### src/design/audio_rms_level_to_color_assert.svh
// Assertion macros used by the level meter RTL.
`ifndef AUDIO_RMS_LEVEL_TO_COLOR_ASSERT_SVH
`define AUDIO_RMS_LEVEL_TO_COLOR_ASSERT_SVH

// Check that cons holds in the same cycle as ante.
`define ARLC_ASSERT_SAME(label, clk, rst, ante, cons, msg) \
   label: assert property (@(posedge clk) disable iff (rst) (ante) |-> (cons)) \
      else $error(msg);

// Check that cons holds in the cycle after ante.
`define ARLC_ASSERT_NEXT(label, clk, rst, ante, cons, msg) \
   label: assert property (@(posedge clk) disable iff (rst) (ante) |=> (cons)) \
      else $error(msg);

`endif

### src/design/arlc_pkg.sv
// Package with constants, types and width helpers of the level meter.
package arlc_pkg;

   // Defaults of the top-level parameters
   localparam int MAX_BLOCK_DEF   = 512;
   localparam int SAMPLE_BITS_DEF = 16;

   // Field widths
   localparam int LEVEL_W    = 16;
   localparam int DRIVE_W    = 8;
   localparam int USED_W     = 10;
   localparam int CSR_ADDR_W = 1;
   localparam int CSR_DATA_W = 16;
   localparam int RSP_DATA_W = 56;
   localparam int PROD_W     = 32;
   localparam int ACC_W      = 31;

   // Register indexes
   localparam logic [CSR_ADDR_W-1:0] CSR_SENSITIVITY = 1'b0;
   localparam logic [CSR_ADDR_W-1:0] CSR_BRIGHTNESS  = 1'b1;

   // Item kinds
   localparam logic KIND_SAMPLE = 1'b0;
   localparam logic KIND_TICK   = 1'b1;

   // Fixed-point constants
   localparam logic [15:0] SENS_RESET   = 16'd8192;
   localparam logic [15:0] BRIGHT_RESET = 16'd16384;
   localparam logic [15:0] Q14_ONE      = 16'd16384;
   localparam logic [15:0] Q14_TWO      = 16'd32768;
   localparam logic [15:0] SENS_MAX     = 16'd32768;
   localparam logic [15:0] DECAY_NOSRC  = 16'd64225;
   localparam logic [15:0] DECAY_EMPTY  = 16'd62259;
   localparam logic [ACC_W-1:0] ACC_ONE = 31'h4000_0000;

   // Color coefficients in Q0.16: red, green, blue
   localparam logic [15:0] KB_TABLE [3] = '{16'd9830, 16'd6554, 16'd5243};
   localparam logic [15:0] KL_TABLE [3] = '{16'd55706, 16'd29491, 16'd22938};

   // Width of the square accumulator
   function automatic int sum_width(input int sample_bits, input int max_block);
      return 2 * sample_bits - 1 + $clog2(max_block + 1);
   endfunction

   typedef enum logic [3:0] {
      ST_IDLE,
      ST_SQUARE,
      ST_ACCUM,
      ST_DIVIDE,
      ST_ROOT,
      ST_SCALE,
      ST_SMOOTH,
      ST_DECAY,
      ST_MIX_MUL,
      ST_MIX_SUM,
      ST_OUTPUT
   } arlc_state_type;

   typedef struct packed {
      logic sample_take;
      logic tick_take;
      logic square;
      logic accum;
      logic div_step;
      logic root_step;
      logic scale;
      logic smooth;
      logic decay;
      logic mix_mul;
      logic mix_sum;
      logic out_load;
   } arlc_cmd_type;

   typedef struct packed {
      logic count_full;
      logic count_zero;
      logic rsp_busy;
   } arlc_stat_type;

endpackage

### src/design/audio_rms_level_to_color.sv
// Top level of the RMS level meter that drives an RGB color.
//
// Audio samples and frame ticks arrive on the req stream; each tick yields one rsp beat
// with the smoothed level, the red, green and blue drives and the frame's sample count
// and drop flag. A sample passes through capture, square and accumulate, or is only
// captured and dropped when the frame is already full. A tick with no source or no
// samples goes through decay, color multiply, color sum and output; a tick with samples
// goes through divide, root, scale, smooth and the same color and output steps. The mean
// comes from a one-bit-per-cycle divider of SUM_W = 2*SAMPLE_BITS - 1 + clog2(MAX_BLOCK
// + 1) steps and the root from a two-bits-per-cycle square root, both over the same shift
// register. The next item is taken while a finished result waits in the output register.
module audio_rms_level_to_color #(
   parameter int MAX_BLOCK   = arlc_pkg::MAX_BLOCK_DEF,
   parameter int SAMPLE_BITS = arlc_pkg::SAMPLE_BITS_DEF
) (
   input  logic                                   clock,
   input  logic                                   reset,
   // tdata: sample [SAMPLE_BITS-1:0], source_present [SAMPLE_BITS], zero pad
   input  logic                                   req_tvalid,
   output logic                                   req_tready,
   input  logic [((SAMPLE_BITS + 8) / 8) * 8 - 1:0] req_tdata,
   // tuser: kind (0 sample, 1 frame tick)
   input  logic                                   req_tuser,
   // tdata: level [15:0], red [23:16], green [31:24], blue [39:32],
   //        samples_used [49:40], samples_dropped [50], zero pad [55:51]
   output logic                                   rsp_tvalid,
   input  logic                                   rsp_tready,
   output logic [arlc_pkg::RSP_DATA_W-1:0]        rsp_tdata,
   input  logic                                   csr_we,
   input  logic [arlc_pkg::CSR_ADDR_W-1:0]        csr_addr,
   input  logic [arlc_pkg::CSR_DATA_W-1:0]        csr_wdata
);

`include "audio_rms_level_to_color_assert.svh"

   localparam logic [arlc_pkg::USED_W-1:0] USED_AT_FULL = arlc_pkg::USED_W'(MAX_BLOCK);

   arlc_pkg::arlc_cmd_type  cmd;
   arlc_pkg::arlc_stat_type stat;

   arlc_ctrl #(
      .MAX_BLOCK   (MAX_BLOCK),
      .SAMPLE_BITS (SAMPLE_BITS)
   ) u_ctrl (
      .clock      (clock),
      .reset      (reset),
      .req_tvalid (req_tvalid),
      .req_kind   (req_tuser),
      .req_source (req_tdata[SAMPLE_BITS]),
      .req_tready (req_tready),
      .stat       (stat),
      .cmd        (cmd)
   );

   arlc_datapath #(
      .MAX_BLOCK   (MAX_BLOCK),
      .SAMPLE_BITS (SAMPLE_BITS)
   ) u_datapath (
      .clock      (clock),
      .reset      (reset),
      .cmd        (cmd),
      .stat       (stat),
      .csr_we     (csr_we),
      .csr_addr   (csr_addr),
      .csr_wdata  (csr_wdata),
      .req_sample (req_tdata[SAMPLE_BITS-1:0]),
      .req_source (req_tdata[SAMPLE_BITS]),
      .rsp_tready (rsp_tready),
      .rsp_tvalid (rsp_tvalid),
      .rsp_tdata  (rsp_tdata)
   );

   // A tick beat starts a multi-cycle update, so the input stalls right after it
   `ARLC_ASSERT_NEXT(a_tick_stalls_input, clock, reset,
      req_tvalid && req_tready && req_tuser == arlc_pkg::KIND_TICK, !req_tready,
      "input still ready after a frame tick")

   // The reported level never exceeds 2.0
   `ARLC_ASSERT_SAME(a_level_in_range, clock, reset,
      rsp_tvalid, rsp_tdata[15:0] <= arlc_pkg::Q14_TWO,
      "level above 2.0")

   // Dropped samples mean the block was full
   `ARLC_ASSERT_SAME(a_drop_means_full, clock, reset,
      rsp_tvalid && rsp_tdata[50], rsp_tdata[49:40] == USED_AT_FULL,
      "drop flagged on a frame that was not full")

endmodule

### src/design/arlc_ctrl.sv
// Controller state machine that sequences the level meter datapath.
module arlc_ctrl #(
   parameter int MAX_BLOCK   = arlc_pkg::MAX_BLOCK_DEF,
   parameter int SAMPLE_BITS = arlc_pkg::SAMPLE_BITS_DEF
) (
   input  logic                   clock,
   input  logic                   reset,
   input  logic                   req_tvalid,
   input  logic                   req_kind,
   input  logic                   req_source,
   output logic                   req_tready,
   input  arlc_pkg::arlc_stat_type stat,
   output arlc_pkg::arlc_cmd_type  cmd
);

   localparam int SUM_W  = arlc_pkg::sum_width(SAMPLE_BITS, MAX_BLOCK);
   localparam int STEP_W = $clog2(SUM_W);
   localparam logic [STEP_W-1:0] DIV_LAST  = STEP_W'(SUM_W - 1);
   localparam logic [STEP_W-1:0] ROOT_LAST = STEP_W'(SAMPLE_BITS - 1);

   arlc_pkg::arlc_state_type state_ff, state_in;
   logic [STEP_W-1:0]        step_ff, step_in;

   // State and step counter
   always_ff @(posedge clock) begin
      if (reset) begin
         state_ff <= arlc_pkg::ST_IDLE;
         step_ff  <= '0;
      end else begin
         state_ff <= state_in;
         step_ff  <= step_in;
      end
   end

   // Next state and commands
   always_comb begin
      state_in   = state_ff;
      step_in    = step_ff;
      req_tready = 1'b0;
      cmd        = '0;
      case (state_ff)
         arlc_pkg::ST_IDLE: begin
            req_tready = 1'b1;
            if (req_tvalid) begin
               if (req_kind == arlc_pkg::KIND_SAMPLE) begin
                  cmd.sample_take = 1'b1;
                  if (!stat.count_full) state_in = arlc_pkg::ST_SQUARE;
               end else begin
                  cmd.tick_take = 1'b1;
                  if (!req_source || stat.count_zero) begin
                     state_in = arlc_pkg::ST_DECAY;
                  end else begin
                     state_in = arlc_pkg::ST_DIVIDE;
                     step_in  = DIV_LAST;
                  end
               end
            end
         end
         arlc_pkg::ST_SQUARE: begin
            cmd.square = 1'b1;
            state_in   = arlc_pkg::ST_ACCUM;
         end
         arlc_pkg::ST_ACCUM: begin
            cmd.accum = 1'b1;
            state_in  = arlc_pkg::ST_IDLE;
         end
         arlc_pkg::ST_DIVIDE: begin
            cmd.div_step = 1'b1;
            if (step_ff == '0) begin
               state_in = arlc_pkg::ST_ROOT;
               step_in  = ROOT_LAST;
            end else begin
               step_in = step_ff - 1'b1;
            end
         end
         arlc_pkg::ST_ROOT: begin
            cmd.root_step = 1'b1;
            if (step_ff == '0) begin
               state_in = arlc_pkg::ST_SCALE;
            end else begin
               step_in = step_ff - 1'b1;
            end
         end
         arlc_pkg::ST_SCALE: begin
            cmd.scale = 1'b1;
            state_in  = arlc_pkg::ST_SMOOTH;
         end
         arlc_pkg::ST_SMOOTH: begin
            cmd.smooth = 1'b1;
            state_in   = arlc_pkg::ST_MIX_MUL;
         end
         arlc_pkg::ST_DECAY: begin
            cmd.decay = 1'b1;
            state_in  = arlc_pkg::ST_MIX_MUL;
         end
         arlc_pkg::ST_MIX_MUL: begin
            cmd.mix_mul = 1'b1;
            state_in    = arlc_pkg::ST_MIX_SUM;
         end
         arlc_pkg::ST_MIX_SUM: begin
            cmd.mix_sum = 1'b1;
            state_in    = arlc_pkg::ST_OUTPUT;
         end
         arlc_pkg::ST_OUTPUT: begin
            // wait for the output register to free up
            if (!stat.rsp_busy) begin
               cmd.out_load = 1'b1;
               state_in     = arlc_pkg::ST_IDLE;
            end
         end
         default: begin
            state_in = arlc_pkg::ST_IDLE;
         end
      endcase
   end

endmodule

### src/design/arlc_datapath.sv
// Datapath: square accumulator, bit-serial divider and root, level and color math.
module arlc_datapath #(
   parameter int MAX_BLOCK   = arlc_pkg::MAX_BLOCK_DEF,
   parameter int SAMPLE_BITS = arlc_pkg::SAMPLE_BITS_DEF
) (
   input  logic                                clock,
   input  logic                                reset,
   input  arlc_pkg::arlc_cmd_type              cmd,
   output arlc_pkg::arlc_stat_type             stat,
   input  logic                                csr_we,
   input  logic [arlc_pkg::CSR_ADDR_W-1:0]     csr_addr,
   input  logic [arlc_pkg::CSR_DATA_W-1:0]     csr_wdata,
   input  logic [SAMPLE_BITS-1:0]              req_sample,
   input  logic                                req_source,
   input  logic                                rsp_tready,
   output logic                                rsp_tvalid,
   output logic [arlc_pkg::RSP_DATA_W-1:0]     rsp_tdata
);

   localparam int CNT_W   = $clog2(MAX_BLOCK + 1);
   localparam int SQ_W    = 2 * SAMPLE_BITS - 1;
   localparam int SUM_W   = arlc_pkg::sum_width(SAMPLE_BITS, MAX_BLOCK);
   localparam int ROOT_W  = SAMPLE_BITS;
   localparam int SREM_W  = SAMPLE_BITS + 1;
   localparam int SH_W    = SAMPLE_BITS + 3;
   localparam int SCALE_W = SAMPLE_BITS + 16;
   localparam int LEVEL_W = arlc_pkg::LEVEL_W;
   localparam int USED_W  = arlc_pkg::USED_W;
   localparam int ACC_W   = arlc_pkg::ACC_W;
   localparam int MIX_W   = ACC_W + 8;
   localparam logic [CNT_W-1:0] COUNT_MAX = CNT_W'(MAX_BLOCK);

   // Configuration registers
   logic [15:0] sens_ff, bright_ff;

   // Accumulation
   logic [SAMPLE_BITS-1:0] samp_ff;
   logic [SQ_W-1:0]        sq_ff;
   logic [SUM_W-1:0]       sum_ff;
   logic [CNT_W-1:0]       count_ff;
   logic                   drop_ff;

   // Per-tick working registers
   logic                   src_ff;
   logic [CNT_W-1:0]       used_ff;
   logic                   dropped_ff;
   logic [CNT_W-1:0]       den_ff;
   logic [SUM_W-1:0]       dq_ff;
   logic [CNT_W-1:0]       drem_ff;
   logic [ROOT_W-1:0]      root_ff;
   logic [SREM_W-1:0]      srem_ff;
   logic [SCALE_W-1:0]     prod_ff;
   logic [LEVEL_W-1:0]     lvl_ff;
   logic [arlc_pkg::PROD_W-1:0] pb_ff [3];
   logic [arlc_pkg::PROD_W-1:0] pl_ff [3];
   logic [ACC_W-1:0]       acc_ff [3];

   // Output register
   logic                            rsp_valid_ff;
   logic [arlc_pkg::RSP_DATA_W-1:0] rsp_data_ff;

   // Combinational terms
   logic [SAMPLE_BITS-1:0]   mag;
   logic [2*SAMPLE_BITS-1:0] sq_full;
   logic [CNT_W:0]           div_trial;
   logic                     div_ge;
   logic [CNT_W:0]           div_diff;
   logic [SH_W-1:0]          root_rem;
   logic [SH_W-1:0]          root_trial;
   logic                     root_ge;
   logic [SH_W-1:0]          root_diff;
   logic [15:0]              sens_c;
   logic [15:0]              bright_c;
   logic [LEVEL_W-1:0]       lvl_one;
   logic [SCALE_W-1:0]       tgt_wide;
   logic [LEVEL_W-1:0]       target;
   logic [LEVEL_W+2:0]       smooth_sum;
   logic [LEVEL_W-1:0]       smooth_lvl;
   logic [15:0]              decay_k;
   logic [31:0]              decay_prod;
   logic [ACC_W+1:0]         mix_add [3];
   logic [MIX_W-1:0]         mix_scaled [3];
   logic [arlc_pkg::DRIVE_W-1:0] drive [3];
   logic [CNT_W+USED_W-1:0]  used_wide;

   // Square of the sample magnitude
   assign mag     = samp_ff[SAMPLE_BITS-1] ? (~samp_ff + 1'b1) : samp_ff;
   assign sq_full = (2*SAMPLE_BITS)'(mag) * (2*SAMPLE_BITS)'(mag);

   // Restoring divide step: one quotient bit shifts into dq
   assign div_trial = {drem_ff, dq_ff[SUM_W-1]};
   assign div_ge    = div_trial >= {1'b0, den_ff};
   assign div_diff  = div_trial - {1'b0, den_ff};

   // Root step: two bits of the mean enter the remainder
   assign root_rem   = {srem_ff, dq_ff[2*SAMPLE_BITS-1 -: 2]};
   assign root_trial = SH_W'({root_ff, 2'b01});
   assign root_ge    = root_rem >= root_trial;
   assign root_diff  = root_rem - root_trial;

   // Clamp registers and level
   assign sens_c   = (sens_ff > arlc_pkg::SENS_MAX) ? arlc_pkg::SENS_MAX : sens_ff;
   assign bright_c = (bright_ff > arlc_pkg::Q14_TWO) ? arlc_pkg::Q14_TWO : bright_ff;
   assign lvl_one  = (lvl_ff > arlc_pkg::Q14_ONE) ? arlc_pkg::Q14_ONE : lvl_ff;

   // Target level and smoothing toward it
   assign tgt_wide   = prod_ff >> (SAMPLE_BITS - 2);
   assign target     = (tgt_wide > SCALE_W'(arlc_pkg::Q14_TWO)) ? arlc_pkg::Q14_TWO
                                                                 : tgt_wide[LEVEL_W-1:0];
   assign smooth_sum = ((LEVEL_W+3)'(lvl_ff) * (LEVEL_W+3)'(3) + (LEVEL_W+3)'(target)
                        + (LEVEL_W+3)'(2)) >> 2;
   assign smooth_lvl = (smooth_sum > (LEVEL_W+3)'(arlc_pkg::Q14_TWO)) ? arlc_pkg::Q14_TWO
                                                                      : smooth_sum[LEVEL_W-1:0];

   // Decay factor picks on source presence
   assign decay_k    = src_ff ? arlc_pkg::DECAY_EMPTY : arlc_pkg::DECAY_NOSRC;
   assign decay_prod = 32'(lvl_ff) * 32'(decay_k);

   // Color sums and final scale to 0..255
   always_comb begin
      for (int c = 0; c < 3; c++) begin
         mix_add[c]    = (ACC_W+2)'(pb_ff[c]) + (ACC_W+2)'(pl_ff[c]);
         mix_scaled[c] = {acc_ff[c], 8'b0} - MIX_W'(acc_ff[c]) + (MIX_W'(1) << 29);
         drive[c]      = mix_scaled[c][37:30];
      end
   end

   assign used_wide = {{USED_W{1'b0}}, used_ff};

   // Configuration writes
   always_ff @(posedge clock) begin
      if (reset) begin
         sens_ff   <= arlc_pkg::SENS_RESET;
         bright_ff <= arlc_pkg::BRIGHT_RESET;
      end else if (csr_we) begin
         case (csr_addr)
            arlc_pkg::CSR_SENSITIVITY: sens_ff   <= csr_wdata;
            arlc_pkg::CSR_BRIGHTNESS:  bright_ff <= csr_wdata;
            default: ;
         endcase
      end
   end

   // Accumulator state: count, sum and drop flag
   always_ff @(posedge clock) begin
      if (reset) begin
         sum_ff   <= '0;
         count_ff <= '0;
         drop_ff  <= 1'b0;
      end else if (cmd.tick_take) begin
         sum_ff   <= '0;
         count_ff <= '0;
         drop_ff  <= 1'b0;
      end else if (cmd.sample_take && count_ff == COUNT_MAX) begin
         drop_ff <= 1'b1;
      end else if (cmd.accum) begin
         sum_ff   <= sum_ff + SUM_W'(sq_ff);
         count_ff <= count_ff + 1'b1;
      end
   end

   // Sample capture and square
   always_ff @(posedge clock) begin
      if (cmd.sample_take) samp_ff <= req_sample;
      if (cmd.square)      sq_ff   <= sq_full[SQ_W-1:0];
   end

   // Tick working registers
   always_ff @(posedge clock) begin
      if (cmd.tick_take) begin
         src_ff     <= req_source;
         used_ff    <= req_source ? count_ff : '0;
         dropped_ff <= req_source & drop_ff;
         den_ff     <= count_ff;
         dq_ff      <= sum_ff;
         drem_ff    <= '0;
         root_ff    <= '0;
         srem_ff    <= '0;
      end else if (cmd.div_step) begin
         drem_ff <= div_ge ? div_diff[CNT_W-1:0] : div_trial[CNT_W-1:0];
         dq_ff   <= {dq_ff[SUM_W-2:0], div_ge};
      end else if (cmd.root_step) begin
         srem_ff <= root_ge ? root_diff[SREM_W-1:0] : root_rem[SREM_W-1:0];
         root_ff <= {root_ff[ROOT_W-2:0], root_ge};
         dq_ff   <= dq_ff << 2;
      end
      if (cmd.scale) prod_ff <= SCALE_W'(root_ff) * SCALE_W'(sens_c);
   end

   // Smoothed level
   always_ff @(posedge clock) begin
      if (reset) begin
         lvl_ff <= '0;
      end else if (cmd.smooth) begin
         lvl_ff <= smooth_lvl;
      end else if (cmd.decay) begin
         lvl_ff <= decay_prod[31:16];
      end
   end

   // Color products and saturated sums
   always_ff @(posedge clock) begin
      for (int c = 0; c < 3; c++) begin
         if (cmd.mix_mul) begin
            pb_ff[c] <= 32'(bright_c) * 32'(arlc_pkg::KB_TABLE[c]);
            pl_ff[c] <= 32'(lvl_one) * 32'(arlc_pkg::KL_TABLE[c]);
         end
         if (cmd.mix_sum) begin
            acc_ff[c] <= (mix_add[c] > (ACC_W+2)'(arlc_pkg::ACC_ONE)) ? arlc_pkg::ACC_ONE
                                                                       : mix_add[c][ACC_W-1:0];
         end
      end
   end

   // Output register: load a result beat, drop valid once taken
   always_ff @(posedge clock) begin
      if (reset) begin
         rsp_valid_ff <= 1'b0;
      end else if (cmd.out_load) begin
         rsp_valid_ff <= 1'b1;
      end else if (rsp_tready) begin
         rsp_valid_ff <= 1'b0;
      end
   end

   always_ff @(posedge clock) begin
      if (cmd.out_load) begin
         rsp_data_ff <= {5'b0, dropped_ff, used_wide[USED_W-1:0],
                         drive[2], drive[1], drive[0], lvl_ff};
      end
   end

   assign rsp_tvalid = rsp_valid_ff;
   assign rsp_tdata  = rsp_data_ff;

   assign stat.count_full = (count_ff == COUNT_MAX);
   assign stat.count_zero = (count_ff == '0);
   assign stat.rsp_busy   = rsp_valid_ff & ~rsp_tready;

endmodule
### config.mk
export PLATFORM = sky130hd
export DESIGN_NAME = audio_rms_level_to_color
export DESIGN_NICKNAME = d
export VERILOG_FILES = /design/src/design/arlc_pkg.sv /design/src/design/audio_rms_level_to_color.sv /design/src/design/arlc_ctrl.sv /design/src/design/arlc_datapath.sv
export VERILOG_INCLUDE_DIRS = /design/src /design/src/design
export SDC_FILE = /design/constraint.sdc
export NUM_CORES = 2
export LEC_CHECK = 0
export ABC_AREA = 1
export ABC_CLOCK_PERIOD_IN_PS = 11900
export BUFFER_PORTS_ARGS = -buffer_cell sky130_fd_sc_hd__buf_2
export CAP_MARGIN = 20
export CORE_MARGIN = 8
export CORE_UTILIZATION = 44
export DETAILED_ROUTE_END_ITERATION = 8
export HOLD_SLACK_MARGIN = 0.03
export SYNTH_ARGS = -nofsm -noshare
export SYNTH_HDL_FRONTEND = slang
export SYNTH_SLANG_ARGS = --single-unit
### constraint.sdc
create_clock -name clock -period 11.9 [get_ports clock]
set_clock_uncertainty 0.1 [all_clocks]
set_input_delay 0.595 -clock clock [delete_from_list [all_inputs] [get_ports clock]]
set_output_delay 0.595 -clock clock [all_outputs]
set_load 0.05 [all_outputs]
==> results.yml <==
outcome:
  status: "finished clean"
yosys:
  synth_top_cell_area_share: 0.238
  yosys_warnings: 0
  syn_area_um2: 79900
  syn-mean-instance-area_um2: 8.73
  syn_inst: 9149
  synthArstFlopShare: 0
  synth_cell_type_count: 66
  synth_edf_count: 440
  netlist_top_cells_count: "inv_1 (1909), nand2_1 (1289), ha_1 (1196)"
  synth_top_cell_by_area: "fa_1"
  synthTopCellsByArea: "fa_1 (24%), ha_1 (19%), edfxtp_1 (17%), inv_1 (9.0%), nand2_1 (6.1%)"
  ys_seq_area_frac: 0.204
  synth_flop_cell: "edfxtp_1"
  synth_seq_cells: 594
  synth.most_common_cell: "inv_1"
finish:
  fin_nets: 11500
  design_area_um2: 86400
  fin_util: 0.478
  drive_above_1_share: 0.0412
  syn_to_final_growth_pct: 8.11
  fillers: 17400
  multi_input_area_um2: 55900
  diodes: 0
  final-seq-area_um2: 16300
clock_network:
  clockBufferDepth: 3
  ctsResizeCount: 0
  clkLatencyLatePin_ns: 0.71
  htree_levels: 3
  cts_setup_buffers: 0
  clock-root-buffer: "clkbuf_16"
  cts_buffers: 75
  clk_pin_slew_ns: 0.07
  tritoncts: "yes"
  cts_sinks: 594
  ctsHoldBuffers: 15
drt:
  drtIter0Drc: 3770
  route.detailed.drc: 0
  wirelength_mm: 215
  vias: 61100
  post_drt_wl_per_cell_um: 18.4
  drt_first_pass_iters: 5
  antenna_left: 0
  viasPerCell: 5.22
global_routing:
  grtUsageTotal: 0.220
  grt_max_degree: 79
  grt-ovfl-total: 0
  grt_pass1_vias: 64000
  antenna_found_initial: 4
  grt_first_pass_wirelength_mm: 348
pwr:
  power_density_nw_per_um2: 242
  clkPwrFrac: 0.121
  power_frac_comb: 0.712
  power_frac_seq: 0.167
  ir_drop_mv: 0.956
  switching_share: 0.506
  p_int_mw: 10.3
  power.switching_mw: 10.6
  leakage_nw: 44.0
critical_path:
  reg2regPathDepth: 29
  cp.arrival_ns: 8.59
  critPathLaunchType: "flop"
  path_buf_inv: 9
  crit_slowest_cell: "nor2_1"
  r2r-end: "u_datapath.pl_ff[0][31]"
  crit_fanout: 15
  critical_path_class: "flop to flop"
  rrSetupSlack_ns: 3.66
  crit_path_end_kind: "flop"
  r2r_start: "u_datapath.lvl_ff[15]"
  cp_data_required_time_ns: 12.25
  crit_family: "adder cells"
  slowest_delay_ns: 0.81
  crit_top_cell: "inv_1"
sta:
  min_period_ns: 8.24
  worst_slew_pin_slew_ns: 1.13
  slew_viol_final: 0
  slew_headroom: 0.244
  min_period_over_period: 0.693
  whs_ns: 0.108
  setup_viol: 0
  max_freq_mhz: 121
  tns_ns: 0
  grt_setup_unrepaired: "no"
  final_hold_viol_count: 0
floorplanning:
  floorplan.initialDensity: 0.442
  dieArea_um2: 195000
  top_level_ports: 105
  die_x_um: 442
  core_um2: 181000
  die_h_um: 442
  num_rows: 156
placed_design:
  place_area_um2: 83400
  gp_congestion: 0.962
  dpl.hpwl_mm: 179
  portBuffers: 92
hold_path:
  hold_start: "csr_wdata[13]"
  min_to: "u_datapath.sens_ff[13]"
  hp-class: "input pin to flop"
  holdPathStages: 3
flow_run:
  cap_viol_max_count: 0
==> how the worst max path moves through the flow <==
| stage | to | depth (start not counted) | slack, ns | startpoint |
|---|---|---|---|---|
| 5_1_grt | u_datapath.pl_ff[0][31] | 29 | 3.11 | u_datapath.lvl_ff[15] |
| 2_1_floorplan | u_datapath.pb_ff[0][10] | 4 | 3.47 | u_ctrl.state_ff[3] |
| 3_5_place_dp | u_datapath.pl_ff[0][31] | 29 | 3.69 | u_datapath.lvl_ff[15] |
| 3_3_place_gp | u_datapath.pl_ff[0][31] | 29 | 3.67 | u_datapath.lvl_ff[15] |
| 4_1_cts | u_datapath.pl_ff[0][31] | 29 | 3.66 | u_datapath.lvl_ff[15] |
| 6_report | u_datapath.pl_ff[0][31] | 29 | 3.66 | u_datapath.lvl_ff[15] |
==> registers in the layout, summed over array words and instances (netlist names), 18 cells and up <==
name	count
u_datapath.acc_ff	92
u_datapath.sq_ff	30
u_datapath.dq_ff	41
u_datapath.rsp_tdata	51
u_datapath.pb_ff	82
u_datapath.pl_ff	88
u_datapath.sum_ff	41
u_datapath.prod_ff	18
==> final cells by class <==
class | instances | share of cell area
sequential | 594 | 0.189
clock inverter | 47 | 0.00797
timing repair buffer | 183 | 0.0142
clock buffer | 91 | 0.0236
tap | 2370 | 0.0343
multi-input combinational | 6508 | 0.647
inverter | 1929 | 0.0838
==> placed cells by master, fill, tap and decap left out, drive strengths merged, types with 154 or more instances in the layout <==
master and instances:
nand3 199, o21ai 388, nor2 803, nand2 1295
buf 167, a21oi 711, inv 1929, edfxtp 440
xor2 232, dfxtp 154, ha 1196, fa 951
==> tightest hold or removal path, cell delays in order <==
cell,delay (ns)
buf_2,0.15
nand2_1,0.07
o211ai_1,0.07
==> routing by layer <==
metal / vias to the layer above / GRT usage / wire length, um
li1: 29800 / - / -
met1: 29700 / 0.297 / 97700
met2: 1341 / 0.370 / 101000
met3: 302 / 0.0315 / 10300
met4: 0 / 0.0639 / 6890
met5: - / 0 / 0
==> stage by stage <==
step / setup slack [ns] / std cells / total power, mW
4_1_cts: 3.66 / 11700 / 21.1
6_report: 3.66 / 11700 / 20.9
3_3_place_gp: 3.67 / 11600 / 18.2
5_1_grt: 3.11 / 11700 / 23.2
2_1_floorplan: 3.47 / 9169 / 14.4
3_5_place_dp: 3.69 / 11600 / 18.4
==> power groups by stage <==
stage	registers, mW	clock network [mW]	logic, mW
after floorplan	3.40	0	11.0
after global placement	3.51	0	14.7
after detailed placement	3.52	0	14.9
after CTS	3.48	2.58	15.0
after global routing	3.51	2.66	17.1
final	3.48	2.52	14.9
==> logic make-up (layout without fill, tap and decap cells) <==
| logic type | after synthesis | after routing | share of synthesized area |
|---|---|---|---|
| other | 2 | 22 | 0.0000940 |
| adders and majority gates | 2147 | 2147 | 0.426 |
| DFF | 594 | 594 | 0.204 |
| and+or+nand+nor | 2541 | 2541 | 0.130 |
| xor gates and xnor gates | 369 | 369 | 0.0405 |
| AOI/OAI and AO/OA | 1429 | 1429 | 0.102 |
| buffers and inverters | 2067 | 2250 | 0.0979 |
Power figures use the tool's default switching activity.
